$ cat config.mk
export PLATFORM = sky130hd
export DESIGN_NAME = dmc_ram
export DESIGN_NICKNAME = d
export VERILOG_FILES = /design/src/rtl/core/dfs_maze_carver_macros.svh /design/src/rtl/core/dmc_ram.sv
export SDC_FILE = /design/constraint.sdc
export NUM_CORES = 2
export LEC_CHECK = 0
export BUFFER_PORTS_ARGS = -buffer_cell sky130_fd_sc_hd__buf_4
export CORE_MARGIN = 2
export CORE_UTILIZATION = 27
export CTS_CLUSTER_DIAMETER = 100
export DETAILED_ROUTE_END_ITERATION = 7
export GPL_TIMING_DRIVEN = 0
export PLACE_DENSITY = 0.44
export SKIP_CTS_REPAIR_TIMING = 1
export SYNTH_ARGS = -nofsm -noshare
export SYNTH_HDL_FRONTEND = slang
export SYNTH_SLANG_ARGS = --single-unit
$ cat constraint.sdc
create_clock -name clk -period 4 [get_ports clk]
set_input_delay 0.6 -clock clk [delete_from_list [all_inputs] [get_ports clk]]
set_output_delay 0.6 -clock clk [all_outputs]
set_load 0.1 [all_outputs]
$ cat src/rtl/core/dfs_maze_carver_macros.svh
// ----------------------------------------------------------------------------
// dfs_maze_carver_macros.svh
// Assertion macros shared by the maze carver RTL. They compile to nothing
// when SYNTHESIS is defined.
// ----------------------------------------------------------------------------
`ifndef DFS_MAZE_CARVER_MACROS_SVH
`define DFS_MAZE_CARVER_MACROS_SVH

`ifndef SYNTHESIS

// same-cycle implication: when ante holds, cons holds on that edge
`define DMC_ASSERT_IMP(label, ck, rn, ante, cons, msg) \
    label: assert property (@(posedge ck) disable iff (!rn) (ante) |-> (cons)) \
        else $error(msg);

// next-cycle implication: when ante holds, cons holds on the following edge
`define DMC_ASSERT_NXT(label, ck, rn, ante, cons, msg) \
    label: assert property (@(posedge ck) disable iff (!rn) (ante) |=> (cons)) \
        else $error(msg);

`else

`define DMC_ASSERT_IMP(label, ck, rn, ante, cons, msg)
`define DMC_ASSERT_NXT(label, ck, rn, ante, cons, msg)

`endif

`endif

$ cat src/rtl/core/dmc_ram.sv
// ----------------------------------------------------------------------------
// dmc_ram
// Generic single-write, single-read synchronous RAM with registered read.
// A read of the address written in the same cycle returns the old data.
// ----------------------------------------------------------------------------
`default_nettype none

module dmc_ram #(
    parameter int WIDTH = 8,
    parameter int DEPTH = 256
) (
    input  wire logic                     clk,
    input  wire logic                     wr_en,
    input  wire logic [$clog2(DEPTH)-1:0] wr_addr,
    input  wire logic [WIDTH-1:0]         wr_data,
    input  wire logic                     rd_en,
    input  wire logic [$clog2(DEPTH)-1:0] rd_addr,
    output logic      [WIDTH-1:0]         rd_data
);

    logic [WIDTH-1:0] mem [DEPTH];
    logic [WIDTH-1:0] rd_data_reg;

    // storage and registered read port
    always_ff @(posedge clk)
    begin
        if (rd_en)
        begin
            rd_data_reg <= mem[rd_addr];
        end
        if (wr_en)
        begin
            mem[wr_addr] <= wr_data;
        end
    end

    assign rd_data = rd_data_reg;

endmodule

`default_nettype wire

==> parameters.txt <==
Parameter                              Value

Status
  Outcome ... finished, violations left
  Violations in the final reports ... negative setup slack

Synth
  Post-synthesis cell type count ... 54
  Cell type with the highest aggregate area in the netlist ... sky130_fd_sc_hd__edfxtp_1
  Flip-flop and latch count after synthesis ... 2,056
  Most common flop cell mapped by yosys ... sky130_fd_sc_hd__edfxtp_1
  Most common cell in the netlist ... sky130_fd_sc_hd__edfxtp_1
  Most frequent cells after synthesis ... sky130_fd_sc_hd__edfxtp_1, sky130_fd_sc_hd__mux4_2, sky130_fd_sc_hd__nor2_1, sky130_fd_sc_hd__mux2i_1, sky130_fd_sc_hd__a22oi_1
  Syn Std Cell Area ... 79,640 um2
  Synth async-reset ratio ... 0%
  Top cell type's share of synthesized area ... 77.53%
  Dominant cells by area after synthesis ... sky130_fd_sc_hd__edfxtp_1, sky130_fd_sc_hd__mux4_2, sky130_fd_sc_hd__mux2i_1, sky130_fd_sc_hd__nor2_1, sky130_fd_sc_hd__a22oi_1
  Post-synth EDFFs ... 2,056
  Mapped Nets ... 3,760
  Yosys warnings ... 0
  Avg Synthesized Cell Area ... 21.33 um2
  Seq/Total Area, Yosys ... 77.53%
  Gate count of the mapped netlist ... 3,733

STA
  Worst hold margin ... 176.7 ps
  Final slew viol count ... 0
  Slew HR ... 3.751%
  Min Tclk post-route ... 4148 ps
  Number of endpoints with negative hold slack in the final report ... 0
  Total Negative Setup Slacks ... -820.5 ps
  Maximum clock rate ... 0.2411 GHz
  Worst path setup slack after routing ... -148.0 ps
  Final worst clock skew ... 31.24 ps
  Setup repair after global routing missed its margin ... false
  Measured slew at the worst slew-check pin ... 1444 ps
  Share of the clock period used by the worst path ... 103.7%
  Total of endpoints with negative setup slack in the final report ... 8

CTS
  Sink Count ... 2,056
  Total clock buffers created by CTS ... 220
  Maximum level of the CTS H-tree ... 4
  Buffers from clock root to sink, at most ... 3
  Clock network latency to the later pin of the worst-skew pair ... 850 ps
  Post-CTS clock slew at the launch and capture registers of the worst setup and hold paths ... 60 ps
  Clock root buffer ... sky130_fd_sc_hd__clkbuf_16
  CTS tree ... done

Routing
  Antenna Nets Post-Route ... 0
  WL/cell ... 33.95 um
  Number of design rule violations left after detail routing ... 0
  Post-detailed-routing wire length ... 275,100 um
  Iteration-0 DRC count of the detailed router ... 5,065
  Post-DR vias/cell ... 5.047
  Pre-antenna DRT Iters ... 6
  Number of vias in the routed layout ... 40,900

Floorplanning
  Initial cell density of the core ... 27.13%
  Y dimension of the die ... 547.1 um
  Core footprint ... 293,600 um2
  Core Rows ... 199
  Die area ... 299,300 um2
  Overall die width ... 547.1 um
  Ports ... 35

Global route
  Largest net degree at the start of global routing ... 158
  Remaining global-route overflow ... 0
  Initial antenna violation count ... 26
  First-pass GRT wire length ... 368,000 um
  Via count of the first global-routing pass ... 41,190
  Global routing usage summed across all routing layers ... 18.06%

Worst hold path
  Depth of the worst hold-timing path ... 1
  Min-delay worst type ... in2reg
  Min-Delay Endpoint ... mem[71][2]
  Startpoint of the lowest-slack hold path ... wr_data[2]

Worst setup path
  Crit path kind ... in2reg
  FF-to-FF setup slack ... 760 ps
  FF-to-FF Start ... mem[27][5]
  Crit path required time ... 4540 ps
  Endpoint of the lowest-slack register-to-register path ... rd_data[5]
  Critical Path Source Type ... input pin
  Depth of the most critical reg-to-reg path ... 6
  Worst-path fanout max ... 10
  Crit path DAT ... 4690 ps
  Crit end category ... register

Layout
  Storage element area ... 61,740 um2
  Non-filler instance count after layout ... 8,103
  Layout cells sized above 1 ... 23.59%
  Filler cells ... 28,210
  Largest register FFs ... 2,048
  Area taken by multi-input logic gates ... 16,680 um2
  Final #Nets ... 4,036
  Non-Filler Cell Area, Final ... 92,440 um2
  Area growth, synth to finish ... 16.08%

Power and ir drop
  Clock share of power ... 42.3%
  Leakage power total ... 27.87 nW
  Switching portion of total power ... 22.94%
  Switching component of the power ... 10.57 mW
  Peak supply drop ... 0.3322 mV
  Sequential Power Share ... 51.6%
  Tot Pwr ... 46.06 mW
  Share of total power in combinational logic ... 6.1%
  Pwr/cell area ... 498.3 nW/um2
  Internal power consumption ... 35.50 mW

Placed design
  Number of cells in the design after placement ... 7,705
  Total cell area at the placement stage ... 85,420 um2
  Port-buffer cells ... 27
  Hpwl dp ... 184,200 um
  Routability congestion estimate from global placement ... 0.9343

Job
  Max Cap Viol ... 0
worst max-delay path: stages:
cell	delay, ps
sky130_fd_sc_hd__buf_4	150
sky130_fd_sc_hd__buf_2	570
sky130_fd_sc_hd__nor2_1	300
sky130_fd_sc_hd__clkdlybuf4s15_1	660
sky130_fd_sc_hd__clkbuf_2	530
sky130_fd_sc_hd__a22oi_1	610
sky130_fd_sc_hd__a21oi_1	290
sky130_fd_sc_hd__nor4_2	690
sky130_fd_sc_hd__nor4_2	230
how the worst max path moves through the flow:
stage / startpoint / end
after floorplan: rd_addr[0] / rd_data[2]
after global placement: rd_addr[2] / rd_data[4]
after detailed placement: rd_addr[2] / rd_data[7]
after CTS: rd_addr[2] / rd_data[7]
after global routing: rd_addr[1] / rd_data[5]
final: rd_addr[2] / rd_data[0]
layout by cell type (no fill, tap or decap), types with 8 or more instances in the layout:
cell,netlist,layout
sky130_fd_sc_hd__edfxtp_1,2056,2056
sky130_fd_sc_hd__mux4_2,454,454
sky130_fd_sc_hd__nor2_1,282,278
sky130_fd_sc_hd__clkbuf_16,0,224
sky130_fd_sc_hd__mux2i_1,134,134
sky130_fd_sc_hd__a22oi_1,133,132
sky130_fd_sc_hd__clkbuf_1,111,124
sky130_fd_sc_hd__a21oi_1,96,96
sky130_fd_sc_hd__buf_4,27,52
sky130_fd_sc_hd__clkinv_1,1,47
sky130_fd_sc_hd__o221ai_1,46,46
sky130_fd_sc_hd__clkbuf_2,0,41
sky130_fd_sc_hd__buf_2,31,38
sky130_fd_sc_hd__nand3_1,34,34
sky130_fd_sc_hd__nand2_1,33,33
sky130_fd_sc_hd__clkinv_2,0,32
sky130_fd_sc_hd__nor2b_1,31,31
sky130_fd_sc_hd__o22ai_1,28,28
sky130_fd_sc_hd__buf_8,13,22
sky130_fd_sc_hd__buf_6,21,21
sky130_fd_sc_hd__nor3_1,22,20
sky130_fd_sc_hd__nor4_2,3,19
sky130_fd_sc_hd__buf_16,0,15
sky130_fd_sc_hd__a211oi_1,16,14
sky130_fd_sc_hd__buf_1,22,12
sky130_fd_sc_hd__bufinv_16,0,11
sky130_fd_sc_hd__buf_12,8,10
sky130_fd_sc_hd__nand4_1,10,10
sky130_fd_sc_hd__o211ai_1,10,10
sky130_fd_sc_hd__o21ai_0,10,10
sky130_fd_sc_hd__diode_2,0,9
sky130_fd_sc_hd__a221oi_1,13,9
sky130_fd_sc_hd__nand2b_1,8,8
sky130_fd_sc_hd__a22o_1,8,8
metal layers:
| metal | vias up | share of wire, % | global-route usage [%] |
|---|---|---|---|
| li1 | 16270 | - | - |
| met1 | 22560 | 43 | 24.92 |
| met2 | 1674 | 47 | 28.74 |
| met3 | 400 | 6.9 | 3.301 |
| met4 | 2 | 3.4 | 5.946 |
| met5 | - | 0.0047 | 0 |
cell families (layout without fill, tap and decap cells):
group | Yosys count | after routing | share of synthesized area [%]
flip-flops | 2056 | 2056 | 77.53
multiplexers | 591 | 591 | 14.60
AND/OR/NAND/NOR | 466 | 466 | 2.625
AO/OA/AOI/OAI | 385 | 385 | 3.416
buffers and inverters | 235 | 677 | 1.829
other | 0 | 9 | 0
cell type report:
cell class / count / area share [%]
Multi-Input combinational cell: 1442 / 18.05
Clock inverter: 105 / 0.9678
Tap cell: 3919 / 5.304
Sequential cell: 2056 / 66.79
Clock buffer: 283 / 6.303
Inverter: 2 / 0.008121
Timing Repair Buffer: 55 / 0.8771
Antenna cell: 9 / 0.02436
Buffer: 232 / 1.678
power groups by stage:
stage	logic (mW)	clock network [mW]	registers [mW]
after global placement	2.69	0	24.3
after floorplan	1.15	0	24.3
after detailed placement	2.78	0	24.2
after global routing	2.88	20.6	23.8
after CTS	2.79	19.8	23.8
final	2.81	19.5	23.8
stage by stage:
stage	utilization [%]	setup slack, ps
floorplan	-	1324
global placement	28.87	-2430
detailed placement	29.10	-1932
CTS	31.39	-999.6
global route	31.49	9.835
finish	31.49	-148.0
No activity file was read; power rests on OpenSTA's default activity.
